### src/design/mlk_pkg.sv
package mlk_pkg;

  // Tick counter width; the unit compare is carried one bit wider than
  // the larger of this and the unit_ticks register
  localparam int TICK_COUNTER_WIDTH = 16;
  localparam int UNIT_TICKS_W       = 16;
  localparam int TICK_CMP_W         =
    ((TICK_COUNTER_WIDTH > UNIT_TICKS_W) ? TICK_COUNTER_WIDTH : UNIT_TICKS_W) + 1;

  // Configuration port
  localparam int CFG_INDEX_W = 2;
  localparam int CFG_DATA_W  = 16;
  localparam logic [CFG_INDEX_W-1:0] REG_UNIT_TICKS  = 2'd0;
  localparam logic [CFG_INDEX_W-1:0] REG_DASH_UNITS  = 2'd1;
  localparam logic [CFG_INDEX_W-1:0] REG_GAP_UNITS   = 2'd2;
  localparam logic [CFG_INDEX_W-1:0] REG_UNKN_UNITS  = 2'd3;

  // Operation codes of an input word
  localparam logic OP_CHAR = 1'b0;
  localparam logic OP_TICK = 1'b1;

  // Keyer phases
  localparam logic [1:0] PH_IDLE  = 2'd0;
  localparam logic [1:0] PH_MARK  = 2'd1;
  localparam logic [1:0] PH_SPACE = 2'd2;
  localparam logic [1:0] PH_GAP   = 2'd3;

  // ASCII bounds of lower-case letters
  localparam logic [7:0] ASCII_CASE_BIT = 8'h20;
  localparam logic [7:0] ASCII_LOW_A    = 8'h61;
  localparam logic [7:0] ASCII_LOW_Z    = 8'h7A;

  // One result word
  typedef struct packed {
    logic led_on;
    logic busy_res;
    logic dropped;
  } mlk_res_t;

  // Letter table: bits 3:0 element pattern (msb first, 1 = dash), bits 6:4 length
  function automatic logic [7:0] letter_code(input logic [4:0] idx);
    logic [7:0] code;
    case (idx)
      5'd0:    code = 8'h21;
      5'd1:    code = 8'h48;
      5'd2:    code = 8'h4A;
      5'd3:    code = 8'h34;
      5'd4:    code = 8'h10;
      5'd5:    code = 8'h42;
      5'd6:    code = 8'h36;
      5'd7:    code = 8'h40;
      5'd8:    code = 8'h20;
      5'd9:    code = 8'h47;
      5'd10:   code = 8'h35;
      5'd11:   code = 8'h44;
      5'd12:   code = 8'h23;
      5'd13:   code = 8'h22;
      5'd14:   code = 8'h37;
      5'd15:   code = 8'h46;
      5'd16:   code = 8'h4D;
      5'd17:   code = 8'h32;
      5'd18:   code = 8'h30;
      5'd19:   code = 8'h11;
      5'd20:   code = 8'h31;
      5'd21:   code = 8'h41;
      5'd22:   code = 8'h33;
      5'd23:   code = 8'h49;
      5'd24:   code = 8'h4B;
      5'd25:   code = 8'h4C;
      default: code = 8'h00;
    endcase
    return code;
  endfunction

endpackage

### src/design/mlk_if.sv
// Input channel: one word is a character offer or a time tick
interface mlk_in_if;
  import mlk_pkg::*;
  logic       valid;
  logic       ready;
  logic       operation;
  logic [7:0] character;

  modport source (output valid, output operation, output character, input ready);
  modport sink   (input valid, input operation, input character, output ready);
endinterface

// Result channel: LED level and status after each input word
interface mlk_out_if;
  logic valid;
  logic ready;
  logic led_on;
  logic busy_res;
  logic dropped;

  modport source (output valid, output led_on, output busy_res, output dropped,
                  input ready);
  modport sink   (input valid, input led_on, input busy_res, input dropped,
                  output ready);
endinterface

### src/design/mlk_core.sv
module mlk_core
  import mlk_pkg::*;
(
  input  logic                   clk,
  input  logic                   rst_n,
  input  logic                   cfg_we,
  input  logic [CFG_INDEX_W-1:0] cfg_index,
  input  logic [CFG_DATA_W-1:0]  cfg_data,
  input  logic                   acc,
  input  logic                   operation,
  input  logic [7:0]             character,
  output mlk_res_t               res
);

  // Configuration registers
  logic [UNIT_TICKS_W-1:0] unit_ticks_r;
  logic [3:0]              dash_units_r;
  logic [3:0]              gap_units_r;
  logic [4:0]              unkn_units_r;

  always_ff @(posedge clk) begin
    if (!rst_n) begin
      unit_ticks_r <= 16'd333;
      dash_units_r <= 4'd3;
      gap_units_r  <= 4'd2;
      unkn_units_r <= 5'd7;
    end else if (cfg_we) begin
      case (cfg_index)
        REG_UNIT_TICKS: unit_ticks_r <= cfg_data[UNIT_TICKS_W-1:0];
        REG_DASH_UNITS: dash_units_r <= cfg_data[3:0];
        REG_GAP_UNITS:  gap_units_r  <= cfg_data[3:0];
        REG_UNKN_UNITS: unkn_units_r <= cfg_data[4:0];
        default: ;
      endcase
    end
  end

  // Keyer state
  logic [3:0]                    pat_r, pat_nxt;
  logic [2:0]                    left_r, left_nxt;
  logic [1:0]                    phase_r, phase_nxt;
  logic [TICK_COUNTER_WIDTH-1:0] tick_r, tick_nxt;
  logic [4:0]                    unit_r, unit_nxt;
  logic [4:0]                    seg_r, seg_nxt;

  // Decode helpers
  logic [7:0]                    low_c;
  logic                          is_letter_c;
  logic [7:0]                    code_c;
  logic [TICK_COUNTER_WIDTH-1:0] tick_inc_c;
  logic [TICK_CMP_W-1:0]         lim_c;
  logic [4:0]                    unit_inc_c;
  logic                          dropped_c;

  assign low_c       = character | ASCII_CASE_BIT;
  assign is_letter_c = (low_c >= ASCII_LOW_A) && (low_c <= ASCII_LOW_Z);
  assign code_c      = letter_code(5'(low_c - ASCII_LOW_A));
  assign tick_inc_c  = tick_r + 1'b1;
  assign lim_c       = (unit_ticks_r == '0) ? TICK_CMP_W'(1)
                                            : TICK_CMP_W'(unit_ticks_r);
  assign unit_inc_c  = unit_r + 5'd1;

  // Next state: one item, with empty segments skipped in the same pass
  always_comb begin
    logic       req_next;
    logic       ent_en;
    logic [1:0] ent_ph;
    logic [4:0] ent_units;
    logic       bit_dash;

    pat_nxt   = pat_r;
    left_nxt  = left_r;
    phase_nxt = phase_r;
    tick_nxt  = tick_r;
    unit_nxt  = unit_r;
    seg_nxt   = seg_r;
    dropped_c = 1'b0;
    req_next  = 1'b0;
    ent_en    = 1'b0;
    ent_ph    = PH_IDLE;
    ent_units = 5'd0;
    bit_dash  = 1'b0;

    if (acc) begin
      if (operation == OP_CHAR) begin
        if (phase_r != PH_IDLE) begin
          dropped_c = 1'b1;
        end else if (is_letter_c) begin
          pat_nxt  = code_c[3:0];
          left_nxt = code_c[6:4];
          req_next = 1'b1;
        end else begin
          pat_nxt  = 4'd0;
          left_nxt = 3'd0;
          if (unkn_units_r == 5'd0) begin
            req_next = 1'b1;
          end else begin
            ent_en    = 1'b1;
            ent_ph    = PH_SPACE;
            ent_units = unkn_units_r;
          end
        end
      end else if (phase_r != PH_IDLE) begin
        if ((tick_inc_c == '0) || (TICK_CMP_W'(tick_inc_c) >= lim_c)) begin
          tick_nxt = '0;
          unit_nxt = unit_inc_c;
          if (unit_inc_c >= seg_r) begin
            case (phase_r)
              PH_MARK: begin
                ent_en    = 1'b1;
                ent_ph    = PH_SPACE;
                ent_units = 5'd1;
              end
              PH_SPACE: req_next = 1'b1;
              default: begin
                ent_en = 1'b1;
                ent_ph = PH_IDLE;
              end
            endcase
          end
        end else begin
          tick_nxt = tick_inc_c;
        end
      end
    end

    // Advance to the next element, or after the last one to the letter gap (idle if it is zero)
    if (req_next) begin
      ent_en = 1'b1;
      if (left_nxt == 3'd0) begin
        if (gap_units_r == 4'd0) begin
          ent_ph = PH_IDLE;
        end else begin
          ent_ph    = PH_GAP;
          ent_units = 5'(gap_units_r);
        end
      end else begin
        bit_dash = pat_nxt[2'(left_nxt - 3'd1)];
        left_nxt = left_nxt - 3'd1;
        if (!bit_dash) begin
          ent_ph    = PH_MARK;
          ent_units = 5'd1;
        end else if (dash_units_r == 4'd0) begin
          ent_ph    = PH_SPACE;
          ent_units = 5'd1;
        end else begin
          ent_ph    = PH_MARK;
          ent_units = 5'(dash_units_r);
        end
      end
    end

    if (ent_en) begin
      phase_nxt = ent_ph;
      seg_nxt   = ent_units;
      tick_nxt  = '0;
      unit_nxt  = 5'd0;
    end
  end

  always_ff @(posedge clk) begin
    if (!rst_n) begin
      pat_r   <= 4'd0;
      left_r  <= 3'd0;
      phase_r <= PH_IDLE;
      tick_r  <= '0;
      unit_r  <= 5'd0;
      seg_r   <= 5'd0;
    end else begin
      pat_r   <= pat_nxt;
      left_r  <= left_nxt;
      phase_r <= phase_nxt;
      tick_r  <= tick_nxt;
      unit_r  <= unit_nxt;
      seg_r   <= seg_nxt;
    end
  end

  // Result for the word handled this cycle
  assign res.led_on   = (phase_nxt == PH_MARK);
  assign res.busy_res = (phase_nxt != PH_IDLE);
  assign res.dropped  = dropped_c;

endmodule

### src/design/morse_led_keyer_unit.sv
// Morse code LED keyer.
// in_ch carries words of two kinds: a character offer (operation 0) or one
// time tick (operation 1). A character offered while idle is keyed out as
// Morse code, letters in either case; any other code keys dark time only.
// A character offered while busy is ignored and reported as dropped.
// Each input word gives exactly one result word on out_ch: the LED level,
// the busy flag and the dropped flag after that word.
// cfg_we/cfg_index/cfg_data write the timing registers (unit_ticks,
// dash_units, letter_gap_units, unknown_units); write them only while idle.
// Latency: the result is valid the cycle after its word is accepted unless
// it waits in the skid register. One word per cycle while in_ch.ready is
// high; keyer state updates in one pass of counter compares and the letter
// table. Stall: an output register plus one skid register hold results;
// in_ch.ready drops only while both are full, and rises again once out_ch
// takes a word. Reset (rst_n low, synchronous): keyer idle, LED dark,
// registers at their defaults, both result registers empty.
module morse_led_keyer_unit
  import mlk_pkg::*;
(
  input  logic                   clk,
  input  logic                   rst_n,
  mlk_in_if.sink                 in_ch,
  mlk_out_if.source              out_ch,
  input  logic                   cfg_we,
  input  logic [CFG_INDEX_W-1:0] cfg_index,
  input  logic [CFG_DATA_W-1:0]  cfg_data
);

  logic     acc;
  logic     take;
  mlk_res_t res_c;
  mlk_res_t out_r;
  mlk_res_t skid_r;
  logic     out_valid_r;
  logic     skid_valid_r;

  assign in_ch.ready = !skid_valid_r;
  assign acc         = in_ch.valid && in_ch.ready;
  assign take        = out_valid_r && out_ch.ready;

  mlk_core u_core (
    .clk       (clk),
    .rst_n     (rst_n),
    .cfg_we    (cfg_we),
    .cfg_index (cfg_index),
    .cfg_data  (cfg_data),
    .acc       (acc),
    .operation (in_ch.operation),
    .character (in_ch.character),
    .res       (res_c)
  );

  // Output register with skid stage
  always_ff @(posedge clk) begin
    if (!rst_n) begin
      out_valid_r  <= 1'b0;
      skid_valid_r <= 1'b0;
    end else if (acc) begin
      if (!out_valid_r || take) begin
        out_valid_r <= 1'b1;
      end else begin
        skid_valid_r <= 1'b1;
      end
    end else if (take) begin
      if (skid_valid_r) begin
        skid_valid_r <= 1'b0;
      end else begin
        out_valid_r <= 1'b0;
      end
    end
  end

  // Payload: new word goes to output if it frees up, else to skid
  always_ff @(posedge clk) begin
    if (acc) begin
      if (!out_valid_r || take) begin
        out_r <= res_c;
      end else begin
        skid_r <= res_c;
      end
    end else if (take && skid_valid_r) begin
      out_r <= skid_r;
    end
  end

  assign out_ch.valid    = out_valid_r;
  assign out_ch.led_on   = out_r.led_on;
  assign out_ch.busy_res = out_r.busy_res;
  assign out_ch.dropped  = out_r.dropped;

endmodule

### src/flat_wrapper.sv
// flat-port wrapper written by rule: the top's interface ports become plain ports
module morse_led_keyer_unit_flat import mlk_pkg::*;
  (clk, rst_n, cfg_we, cfg_index, cfg_data, in_ch_valid, in_ch_operation, in_ch_character, in_ch_ready, out_ch_valid, out_ch_led_on, out_ch_busy_res, out_ch_dropped, out_ch_ready);
  mlk_in_if in_ch_i ();
  mlk_out_if out_ch_i ();
  input  logic clk;
  input  logic rst_n;
  input  logic cfg_we;
  input  logic [CFG_INDEX_W-1:0] cfg_index;
  input  logic [CFG_DATA_W-1:0] cfg_data;
  input wire logic [$bits(in_ch_i.valid)-1:0] in_ch_valid;
  input wire logic [$bits(in_ch_i.operation)-1:0] in_ch_operation;
  input wire logic [$bits(in_ch_i.character)-1:0] in_ch_character;
  output wire logic [$bits(in_ch_i.ready)-1:0] in_ch_ready;
  output wire logic [$bits(out_ch_i.valid)-1:0] out_ch_valid;
  output wire logic [$bits(out_ch_i.led_on)-1:0] out_ch_led_on;
  output wire logic [$bits(out_ch_i.busy_res)-1:0] out_ch_busy_res;
  output wire logic [$bits(out_ch_i.dropped)-1:0] out_ch_dropped;
  input wire logic [$bits(out_ch_i.ready)-1:0] out_ch_ready;
  assign in_ch_i.valid = in_ch_valid;
  assign in_ch_i.operation = in_ch_operation;
  assign in_ch_i.character = in_ch_character;
  assign in_ch_ready = in_ch_i.ready;
  assign out_ch_valid = out_ch_i.valid;
  assign out_ch_led_on = out_ch_i.led_on;
  assign out_ch_busy_res = out_ch_i.busy_res;
  assign out_ch_dropped = out_ch_i.dropped;
  assign out_ch_i.ready = out_ch_ready;
  morse_led_keyer_unit u_core (.clk(clk), .rst_n(rst_n), .in_ch(in_ch_i), .out_ch(out_ch_i), .cfg_we(cfg_we), .cfg_index(cfg_index), .cfg_data(cfg_data));
endmodule
### config.mk
export PLATFORM = sky130hd
export DESIGN_NAME = morse_led_keyer_unit_flat
export DESIGN_NICKNAME = d
export VERILOG_FILES = /design/src/design/mlk_pkg.sv /design/src/design/mlk_if.sv /design/src/design/mlk_core.sv /design/src/design/morse_led_keyer_unit.sv /design/src/flat_wrapper.sv
export SDC_FILE = /design/constraint.sdc
export NUM_CORES = 1
export LEC_CHECK = 0
export BUFFER_PORTS_ARGS = -buffer_cell sky130_fd_sc_hd__buf_4
export CAP_MARGIN = 20
export CORE_UTILIZATION = 50
export CTS_CLUSTER_DIAMETER = 150
export CTS_CLUSTER_SIZE = 10
export DETAILED_ROUTE_END_ITERATION = 10
export PLACE_DENSITY = 0.74
export REMOVE_ABC_BUFFERS = 1
export SYNTH_ARGS = -nofsm -noshare
export SYNTH_HDL_FRONTEND = slang
export SYNTH_HIERARCHICAL = 1
export SYNTH_SLANG_ARGS = --single-unit
### constraint.sdc
create_clock -name clk -period 4.3 [get_ports clk]
set_input_delay 1.075 -clock clk [delete_from_list [all_inputs] [get_ports clk]]
set_output_delay 1.075 -clock clk [all_outputs]
set_load 0.02 [all_outputs]
==> results of run 1 <==
registers in the layout (all words and copies together) (netlist names):
| signal | count |
|---|---|
| u_core/skid_r | 3 |
| u_core/u_core/dash_units_r | 4 |
| u_core/out_ch.dropped | 1 |
| u_core/u_core/gap_units_r | 4 |
| u_core/u_core/tick_r | 16 |
| u_core/u_core/pat_r | 4 |
| u_core/out_ch.busy_res | 1 |
| u_core/u_core/phase_r | 2 |
| u_core/out_ch.valid | 1 |
| u_core/u_core/unit_r | 5 |
| u_core/out_ch.led_on | 1 |
| u_core/u_core/unit_ticks_r | 16 |
| u_core/skid_valid_r | 1 |
| u_core/u_core/unkn_units_r | 5 |
| u_core/u_core/seg_r | 5 |
| u_core/u_core/left_r | 3 |
critical path: stages, from the launching register on:
cell	delay [ns]
dfxtp_1	0.46
nand4_1	0.31
nor4_1	0.41
xor2_1	0.34
ha_1	0.32
a21o_1	0.16
a21o_1	0.17
a21oi_1	0.15
o31ai_1	0.13
a21oi_1	0.34
o22ai_1	0.19
nor3b_2	0.19
a2bb2oi_2	0.14
or2_1	0.25
mux2_4	0.27
path summary, 6_finish.rpt:
path,start,to,slack (ns)
setup / recovery,u_core/u_core/tick_r[3]$_SDFFE_PP0P_,u_core/out_ch.busy_res$_DFFE_PP_,0.21
hold / removal,u_core/u_core/unit_ticks_r[13]$_SDFFE_PN0P_,u_core/u_core/unit_ticks_r[13]$_SDFFE_PN0P_,0.48
setup reg to reg,u_core/u_core/tick_r[3]$_SDFFE_PP0P_,u_core/out_ch.busy_res$_DFFE_PP_,0.21
hold reg to reg,u_core/u_core/unit_ticks_r[13]$_SDFFE_PN0P_,u_core/u_core/unit_ticks_r[13]$_SDFFE_PN0P_,0.48
metal layers:
| metal | global-route usage | wire length (µm) |
|---|---|---|
| met5 | 0 | 0 |
| met1 | 0.350 | 5840 |
| met3 | 0.0416 | 479 |
| met2 | 0.371 | 5370 |
| met4 | 0.0736 | 154 |
synth_stat cells, types with 3 or more instances:
| master | n |
|---|---|
| xor2_1 | 9 |
| nand2_1 | 80 |
| nand4_1 | 6 |
| and2_1 | 11 |
| edfxtp_1 | 6 |
| nor2b_1 | 8 |
| clkbuf_1 | 16 |
| a21oi_1 | 43 |
| a221oi_1 | 4 |
| xnor2_1 | 22 |
| nand2b_1 | 8 |
| a2111oi_0 | 3 |
| inv_1 | 36 |
| nor3b_1 | 6 |
| ha_1 | 33 |
| a211oi_1 | 4 |
| nand3b_1 | 6 |
| a21o_1 | 5 |
| or4_1 | 3 |
| mux2i_1 | 19 |
| nor4_1 | 9 |
| buf_4 | 4 |
| nor2_1 | 43 |
| o21ai_0 | 35 |
| a22oi_1 | 8 |
| nor3_1 | 13 |
| mux2_4 | 3 |
| o211ai_1 | 9 |
| o22ai_1 | 3 |
| buf_2 | 11 |
| nand3_1 | 28 |
| a31oi_1 | 7 |
| dfxtp_1 | 66 |
what timing repair did:
action                                 CTS  global route
resized for setup                        0             4
endpoints found under the hold margin    0             0
setup endpoints to repair                0             2
cells by family (layout without fill, tap and decap cells):
group           Yosys count  count (layout)
compound gates          146             146
mux                      24              24
xor+xnor                 31              31
buf+inv                  72             138
fa+ha+maj                33              33
flops                    72              72
simple gates            238             238
area by class of cell:
| cell class | count | area [µm²] | area share |
|---|---|---|---|
| Clock buffer | 9 | 124 | 0.0215 |
| Clock inverter | 7 | 78.8 | 0.0137 |
| Inverter | 38 | 143 | 0.0248 |
| Multi-Input combinational cell | 472 | 3100 | 0.538 |
| Sequential cell | 72 | 1500 | 0.261 |
| Tap cell | 129 | 161 | 0.0281 |
| Timing Repair Buffer | 84 | 647 | 0.112 |
per-stage QoR:
stage	total power [mW]	util	setup WS (ns)	hold WS [ns]	area, µm²
after detailed placement	0.995	0.589	-0.170	0.461	5520
after floorplan	0.873	-	-0.117	0.441	4720
after CTS	1.54	0.611	0.206	0.474	5720
after global routing	1.61	0.614	0.0104	0.496	5750
after global placement	0.985	0.589	-0.0669	0.462	5520
final	1.53	0.614	0.214	0.476	5750
power breakdown:
| group | internal, mW | leakage (nW) | total (mW) | switching [mW] |
|---|---|---|---|---|
| Combinational | 0.127 | 1.69 | 0.272 | 0.144 |
| Clock | 0.273 | 0.100 | 0.547 | 0.274 |
| Sequential | 0.697 | 0.595 | 0.712 | 0.0153 |
| Total | 1.10 | 2.38 | 1.53 | 0.433 |
==> results.py, run 1 <==
metrics = {
    "setup_path": {
        "endpoint_kind": "flop",
        "crit_arrival_ns": 4.19,
        "cp_max_fo": 8,
        "start_kind": "flop",
        "r2r_cells": 14,
        "critPathKind": "flop to flop",
        "crit_required_ns": 4.41,
    },
    "die": {
        "row_count": 35,
        "start_util": 0.522,
        "io_pins": 37,
        "fp.dieW_um": 101,
        "dieArea_um2": 10200,
        "die_height_um": 101,
        "coreArea_um2": 9370,
    },
    "timing": {
        "setup_viol": 0,
        "timing.final.crit_share": 0.950,
        "fmax_mhz": 245,
        "relSlewSlack": 0.429,
        "slew_viol_final": 0,
        "period_minus_slack_ns": 4.09,
        "setup_tns_ns": 0,
        "rsz0062_at_grt": "no",
        "finalHoldViolCount": 0,
        "worstMarginPinSlew_ns": 0.849,
        "worst_clock_skew_ns": 0.0131,
    },
    "synthesis": {
        "synthSimpleGateAreaFrac": 0.242,
        "synth_xor_area_frac": 0.0555,
        "ys.flop_type": "dfxtp_1",
        "synth_area_leader_cell": "dfxtp_1",
        "yosysWarnings": 6,
        "async_flop_share": 0,
        "synth_top_area_share": 0.270,
        "ys_ff_latch": 72,
        "synth_compound_area_frac": 0.192,
        "avgSynthCellArea_um2": 7.94,
        "synth_top_family_by_area": "simple AND/OR/NAND/NOR gates",
        "netlist_instances": 616,
        "synth_cell_types": 74,
        "syn_area_um2": 4890,
        "yosysSeqAreaShare": 0.307,
        "synth_mux_area_frac": 0.0550,
        "synth_area_leaders": "dfxtp_1, ha_1, nand2_1",
        "synth_edf_count": 6,
        "synth-adder-area-share": 0.0844,
    },
    "layout": {
        "final_common_cell": "buf_4",
        "mostFrequentLayoutCells": "buf_4, nand2_1, dfxtp_1",
        "diodes": 0,
        "fin_nets": 742,
        "drive_gt1_frac": 0.180,
        "instances_no_fill": 811,
        "nFillCells": 845,
        "area_growth_pct": 17.6,
    },
    "clock_tree": {
        "clockBufferDepth": 2,
        "cts_htree_levels": 3,
        "insertion_delay_ns": 0.35,
        "clock_sinks": 72,
        "cts-hold-fix-buffers": 0,
        "path_clk_slew_ns": 0.09,
        "cts_root_buf": "clkbuf_8",
        "post_cts_buffers": 0,
        "cts_tree": "yes",
        "cts_buffers": 9,
    },
    "job": {
        "max-cap-violations": 0,
    },
    "route": {
        "via_per_inst": 5.67,
        "dr.pass1.iters": 5,
        "remaining_drc_errors": 0,
        "num_vias": 4596,
        "wl_per_cell_um": 14.6,
        "ant_nets": 0,
        "wirelength_um": 11800,
        "drt_iter0_drc": 238,
    },
    "power_and_ir_drop": {
        "peakVddDrop_v": 0.000198,
        "leakagePower_nw": 2.38,
        "powerDensity_nw_per_um2": 266,
    },
    "global_routing": {
        "grt_pass1_vias": 4107,
        "grt_max_degree": 27,
        "grt_overflow_total": 0,
        "antenna_found_initial": 0,
        "grt_pass1_wl_um": 19600,
        "grt_usage": 0.244,
    },
    "hold_path": {
        "hold_depth": 2,
        "hold_path.class": "flop to flop",
    },
    "placement": {
        "gp_congestion": 0.884,
        "hpwl_um": 8760,
        "port_buffers": 35,
        "dp_cells": 794,
    },
    "status": {
        "status": "finished, final reports clean",
    },
}
(Power assumes the default switching activity.)
==> run 2: changes to the inputs <==
ABC_AREA = 1   (was unset)
==> run 2 against run 1 <==
  * Sequential power increased by 0.7%
  * Area after synthesis decreased by 2.9%
  * Clock-buffer cell count increased by 2
  * First-iteration DRC count decreased by 13%
  * Clock power increased by 7.7%
  * Total power increased by 1.3%
  * Via count increased by 0.83%
==> results.py, run 2 <==
metrics = {
    "global_routing": {
        "grt_max_degree": 42,
        "grt_usage": 0.239,
        "use_met3": 0.0351,
        "busiest_layer": "met2",
        "grt_overflow_total": 0,
        "antenna_found_initial": 0,
        "grt_pass1_vias": 4445,
        "grt_use_met1": 0.266,
        "use_met2": 0.453,
        "grt_pass1_wl_um": 19000,
    },
    "synthesis": {
        "synth_area_leaders": "dfxtp_1, nand2_1, ha_1",
        "avgSynthCellArea_um2": 6.43,
        "synth_top_area_share": 0.278,
        "synth_area_leader_cell": "dfxtp_1",
        "synth_edf_count": 6,
        "ys.flop_type": "dfxtp_1",
        "ys_ff_latch": 72,
        "yosys-top-cells-count": "nand2_1, inv_1, dfxtp_1, a21oi_1, nand3_1",
        "async_flop_share": 0,
        "netlist_instances": 739,
        "yosysWarnings": 6,
        "yosysSeqAreaShare": 0.316,
        "synth_cell_types": 38,
        "yosysMostFrequentCell": "nand2_1",
        "syn_area_um2": 4750,
    },
    "route": {
        "wirelength_um": 11000,
        "dr.pass1.iters": 5,
        "remaining_drc_errors": 0,
        "ant_nets": 0,
        "wl_per_cell_um": 12.0,
        "via_per_inst": 5.06,
        "drt_iter0_drc": 206,
        "num_vias": 4634,
    },
    "job": {
        "max-cap-violations": 0,
    },
    "placement": {
        "dp_cells": 899,
        "placed_area_um2": 5170,
        "port_buffers": 35,
        "gp_congestion": 0.890,
        "hpwl_um": 8400,
        "pre_cts_ws_ns": 0.156,
    },
    "setup_path": {
        "crit_top_cell": "nand2_1",
        "critPathKind": "input port to flop",
        "cp_max_fo": 7,
        "path_cells": "buf_4 > inv_1 > ha_1 > nand2_1 > nand2_1 > nand2_1 > nand2_1 > inv_2 > nand2_1 > a21oi_1 > or3_1 > o21ai_0 > inv_2 > ha_1 > inv_1 > nor2_1 > a21oi_1 > nand2_1 > nand3_1 > nor2_1 > nand2_1 > nand2_1",
        "start_kind": "input port",
        "endpoint_kind": "flop",
        "crit_slowest_cell": "or3_1",
        "crit_arrival_ns": 3.97,
        "crit_required_ns": 4.41,
        "critPathMaxStageDelay_ns": 0.39,
    },
    "power_and_ir_drop": {
        "p_sw_mw": 0.437,
        "peakVddDrop_v": 0.000144,
        "powerDensity_nw_per_um2": 287,
        "p_comb_frac": 0.158,
        "leakagePower_nw": 2.58,
        "p_total_mw": 1.55,
        "p_sw_frac": 0.282,
        "power.internal_mw": 1.11,
        "power.share.sequential": 0.462,
        "clkPwrFrac": 0.380,
    },
    "layout": {
        "diodes": 0,
        "stdcell_area_um2": 5390,
        "mostFrequentLayoutCells": "nand2_1, inv_1, dfxtp_1",
        "final_common_cell": "nand2_1",
        "fin_nets": 846,
        "utilization": 0.584,
        "instances_no_fill": 915,
        "area_growth_pct": 13.6,
        "nFillCells": 898,
        "ff_latch_area_um2": 1500,
        "multi_input_area_um2": 2770,
        "drive_gt1_frac": 0.108,
        "top_regs": "u_core/u_core/tick_r x16, u_core/u_core/unit_ticks_r x16",
    },
    "status": {
        "status": "finished, final reports clean",
    },
    "clock_tree": {
        "path_clk_slew_ns": 0.08,
        "cts_resized": 0,
        "insertion_delay_ns": 0.35,
        "cts_tree": "yes",
        "cts-hold-fix-buffers": 0,
        "cts_root_buf": "clkbuf_8",
        "cts_htree_levels": 3,
        "post_cts_buffers": 0,
        "clock_sinks": 72,
        "clockBufferDepth": 2,
        "cts_buffers": 9,
    },
    "die": {
        "row_count": 35,
        "io_pins": 37,
        "coreArea_um2": 9240,
        "fp.dieW_um": 99.5,
        "start_util": 0.514,
        "die_height_um": 99.5,
        "dieArea_um2": 9890,
    },
    "hold_path": {
        "hold_path.class": "flop to flop",
    },
    "timing": {
        "timing.final.crit_share": 0.898,
        "worstMarginPinSlew_ns": 0.626,
        "setup_tns_ns": 0,
        "finalHoldViolCount": 0,
        "worst_clock_skew_ns": 0.0112,
        "fin_hold_ws_ns": 0.475,
        "slew_viol_final": 0,
        "period_minus_slack_ns": 3.86,
        "setup_viol": 0,
        "fmax_mhz": 259,
        "fin_ws_ns": 0.439,
        "rsz0062_at_grt": "no",
        "relSlewSlack": 0.579,
    },
}
==> run 2: changes by cell type in the layout (fill, tap and decap cells not counted), sizes merged, moves of 8 or more <==
cell,change
nand2,+168
inv,+71
buf,-41
nand3,+31
xnor2,-20
mux2i,-19
a21oi,+14
and2,-12
nor2,+12
nand2b,-9
nor2b,-8
==> run 2: cells by family after synthesis <==
logic type / count (synthesis) / share of synthesized area
buf+inv: 123 / 0.101
compound gates: 111 / 0.125
flops: 72 / 0.316
fa+ha+maj: 33 / 0.0869
xor+xnor: 4 / 0.00738
simple gates: 396 / 0.363
==> run 2: path summary, 6_finish.rpt <==
path / startpoint / to / slack (ns) / depth (start not counted)
min reg2reg: u_core/u_core/dash_units_r[3]$_SDFFE_PN0P_ / u_core/u_core/dash_units_r[3]$_SDFFE_PN0P_ / 0.47 / 2
min: u_core/u_core/dash_units_r[3]$_SDFFE_PN0P_ / u_core/u_core/dash_units_r[3]$_SDFFE_PN0P_ / 0.47 / 2
max: in_ch_character[1] / u_core/out_ch.led_on$_DFFE_PP_ / 0.44 / 22
max reg2reg: u_core/u_core/tick_r[0]$_SDFFE_PP0P_ / u_core/u_core/seg_r[4]$_SDFFE_PN0N_ / 0.72 / 20
==> run 2: critical path, delay by kind of cell <==
family	cells	cell delay (ns)
buf+inv	5	0.55
fa+ha+maj	2	0.48
simple gates	12	1.49
compound gates	3	0.37
==> run 2: cell type report <==
| cell class | instances | area share |
|---|---|---|
| multi-input cells | 544 | 0.513 |
| flip-flops and latches | 72 | 0.278 |
| inverters | 111 | 0.0772 |
| repair buffers | 43 | 0.0598 |
| clock buffers | 11 | 0.0302 |
| well taps | 129 | 0.0299 |
| clock inverters | 5 | 0.0116 |
==> run 2: per-layer routing <==
layer | routed length [µm] | vias up
met4 | 208 | 0
li1 | - | 2455
met2 | 5690 | 77
met1 | 4760 | 2087
met5 | 0 | -
met3 | 343 | 15
==> run 2: power by group through the flow <==
stage	logic, mW	clock network [mW]	registers (mW)
after floorplan	0.153	0	0.732
after global placement	0.235	0	0.731
after detailed placement	0.241	0	0.732
after CTS	0.243	0.601	0.717
after global routing	0.280	0.633	0.720
final	0.245	0.589	0.717
==> run 3: changes to the inputs <==
CORE_ASPECT_RATIO = 1.5   (was unset)
==> run 3 against run 2 <==
  * Clock power grew 25%
  * Critical endpoint is now u_core/out_ch.busy_res$_DFFE_PP_
  * Sequential power is essentially flat
  * Maximum frequency grew 2.6%
  * Combinational power grew 2%
  * First-iteration DRC count grew 17%
  * Via count grew 4.7%
  * Total power grew 9.9%
==> results.py, run 3 (same netlist as run 2, synthesis figures left out) <==
metrics = {
    "status": {
        "status": "finished, final reports clean",
    },
    "layout": {
        "instances_no_fill": 902,
        "mostFrequentLayoutCells": "nand2_1, inv_1, dfxtp_1",
        "stdcell_area_um2": 5480,
        "top_regs": "u_core/u_core/tick_r x16, u_core/u_core/unit_ticks_r x16",
        "area_growth_pct": 15.3,
        "final_common_cell": "nand2_1",
        "drive_gt1_frac": 0.113,
        "fin_nets": 850,
        "diodes": 0,
        "utilization": 0.592,
    },
    "hold_path": {
        "hold_path.class": "flop to flop",
        "hold-path-endpoint": "u_core/u_core/gap_units_r[3]$_SDFFE_PN0P_",
        "worstHoldStart": "u_core/u_core/gap_units_r[3]$_SDFFE_PN0P_",
        "hold_depth": 2,
    },
    "placement": {
        "dp_cells": 886,
        "placed_area_um2": 5180,
        "hpwl_um": 9130,
        "port_buffers": 35,
        "gp_congestion": 0.893,
    },
    "setup_path": {
        "crit_arrival_ns": 3.85,
        "cp_max_fo": 7,
        "crit_required_ns": 4.39,
        "r2r_setup_slack_ns": 0.75,
        "r2r-end": "u_core/u_core/seg_r[4]$_SDFFE_PN0N_",
        "start_kind": "input port",
        "rr_startpoint": "u_core/u_core/tick_r[0]$_SDFFE_PP0P_",
        "endpoint_kind": "flop",
        "r2r_cells": 20,
        "critPathKind": "input port to flop",
    },
    "route": {
        "wl_per_cell_um": 13.0,
        "ant_nets": 0,
        "dr.pass1.iters": 6,
        "wirelength_um": 11700,
        "drt_iter0_drc": 240,
        "num_vias": 4852,
        "via_per_inst": 5.38,
        "remaining_drc_errors": 0,
    },
    "global_routing": {
        "grt_overflow_total": 0,
        "grt_use_met1": 0.249,
        "grt_max_degree": 42,
        "busiest_layer": "met2",
        "grt_pass1_vias": 4677,
        "grt_pass1_wl_um": 19800,
        "use_met2": 0.498,
        "use_met3": 0.0466,
        "antenna_found_initial": 0,
        "grt_usage": 0.258,
    },
    "die": {
        "fp.dieW_um": 81.6,
        "row_count": 43,
        "coreArea_um2": 9250,
        "io_pins": 37,
        "dieArea_um2": 9900,
        "start_util": 0.513,
        "die_height_um": 121,
    },
    "timing": {
        "relSlewSlack": 0.529,
        "finalHoldViolCount": 0,
        "worstMarginPinSlew_ns": 0.699,
        "fin_hold_ws_ns": 0.467,
        "worst_clock_skew_ns": 0.00643,
        "setup_viol": 0,
        "setup_tns_ns": 0,
        "rsz0062_at_grt": "no",
        "timing.final.crit_share": 0.875,
        "slew_viol_final": 0,
        "fmax_mhz": 266,
        "period_minus_slack_ns": 3.76,
    },
    "clock_tree": {
        "cts_resized": 0,
        "post_cts_buffers": 0,
        "insertion_delay_ns": 0.34,
        "cts_htree_levels": 3,
        "path_clk_slew_ns": 0.06,
        "clockBufferDepth": 2,
        "cts_tree": "yes",
        "cts-hold-fix-buffers": 0,
        "cts_root_buf": "clkbuf_16",
        "clock_sinks": 72,
        "cts_buffers": 9,
    },
    "job": {
        "max-cap-violations": 0,
    },
    "power_and_ir_drop": {
        "leakagePower_nw": 2.64,
        "powerDensity_nw_per_um2": 311,
        "peakVddDrop_v": 0.000212,
    },
}
run 3: power breakdown:
part | switching [mW] | internal [mW] | leakage, nW | total (mW)
combinational | 0.157 | 0.0935 | 1.90 | 0.251
sequential | 0.0157 | 0.702 | 0.594 | 0.718
clock | 0.303 | 0.431 | 0.145 | 0.735
total | 0.476 | 1.23 | 2.64 | 1.70
run 3: how the worst max path moves through the flow:
stage	start	end	slack, ns
final	in_ch_character[1]	u_core/out_ch.busy_res$_DFFE_PP_	0.54
after global routing	in_ch_character[1]	u_core/u_core/seg_r[0]$_SDFFE_PN0N_	0.19
after CTS	in_ch_character[1]	u_core/out_ch.busy_res$_DFFE_PP_	0.56
after detailed placement	in_ch_character[1]	u_core/out_ch.busy_res$_DFFE_PP_	0.20
after global placement	in_ch_character[1]	u_core/out_ch.led_on$_DFFE_PP_	0.30
after floorplan	in_ch_character[0]	u_core/out_ch.led_on$_DFFE_PP_	0.57
run 3: area by class of cell:
type / instances / area (µm²)
inverters: 111 / 417
fillers: 898 / 3780
clock inverters: 6 / 47.5
repair buffers: 47 / 353
multi-input cells: 544 / 2770
flip-flops and latches: 72 / 1500
clock buffers: 10 / 250
well taps: 112 / 140
run 3: critical path: stages:
cell     delay (ns)
buf_4          0.14
inv_1          0.15
ha_1           0.26
nand2_1        0.11
nand2_1        0.21
nand2_1        0.10
nand2_1        0.14
inv_2          0.05
a32o_1         0.20
nand2_1        0.06
nand3_1        0.07
nand2_1        0.06
inv_1          0.05
ha_1           0.22
ha_1           0.23
inv_1          0.11
buf_4          0.12
nand2_1        0.05
nand2_1        0.08
nand2_1        0.06
nand2_1        0.08
nand2_1        0.08
nand2_1        0.07
nand2_1        0.05
run 3: routing by layer:
layer / routed length (µm) / vias up
met3: 307 / 39
met4: 417 / 0
met2: 6470 / 108
li1: - / 2478
met5: 0 / -
met1: 4490 / 2227
run 3: through the flow:
step	power [mW]	worst slack [ns]
after floorplan	0.884	0.567
after global placement	0.971	0.297
after detailed placement	0.978	0.200
after CTS	1.72	0.558
after global routing	1.78	0.187
final	1.70	0.537
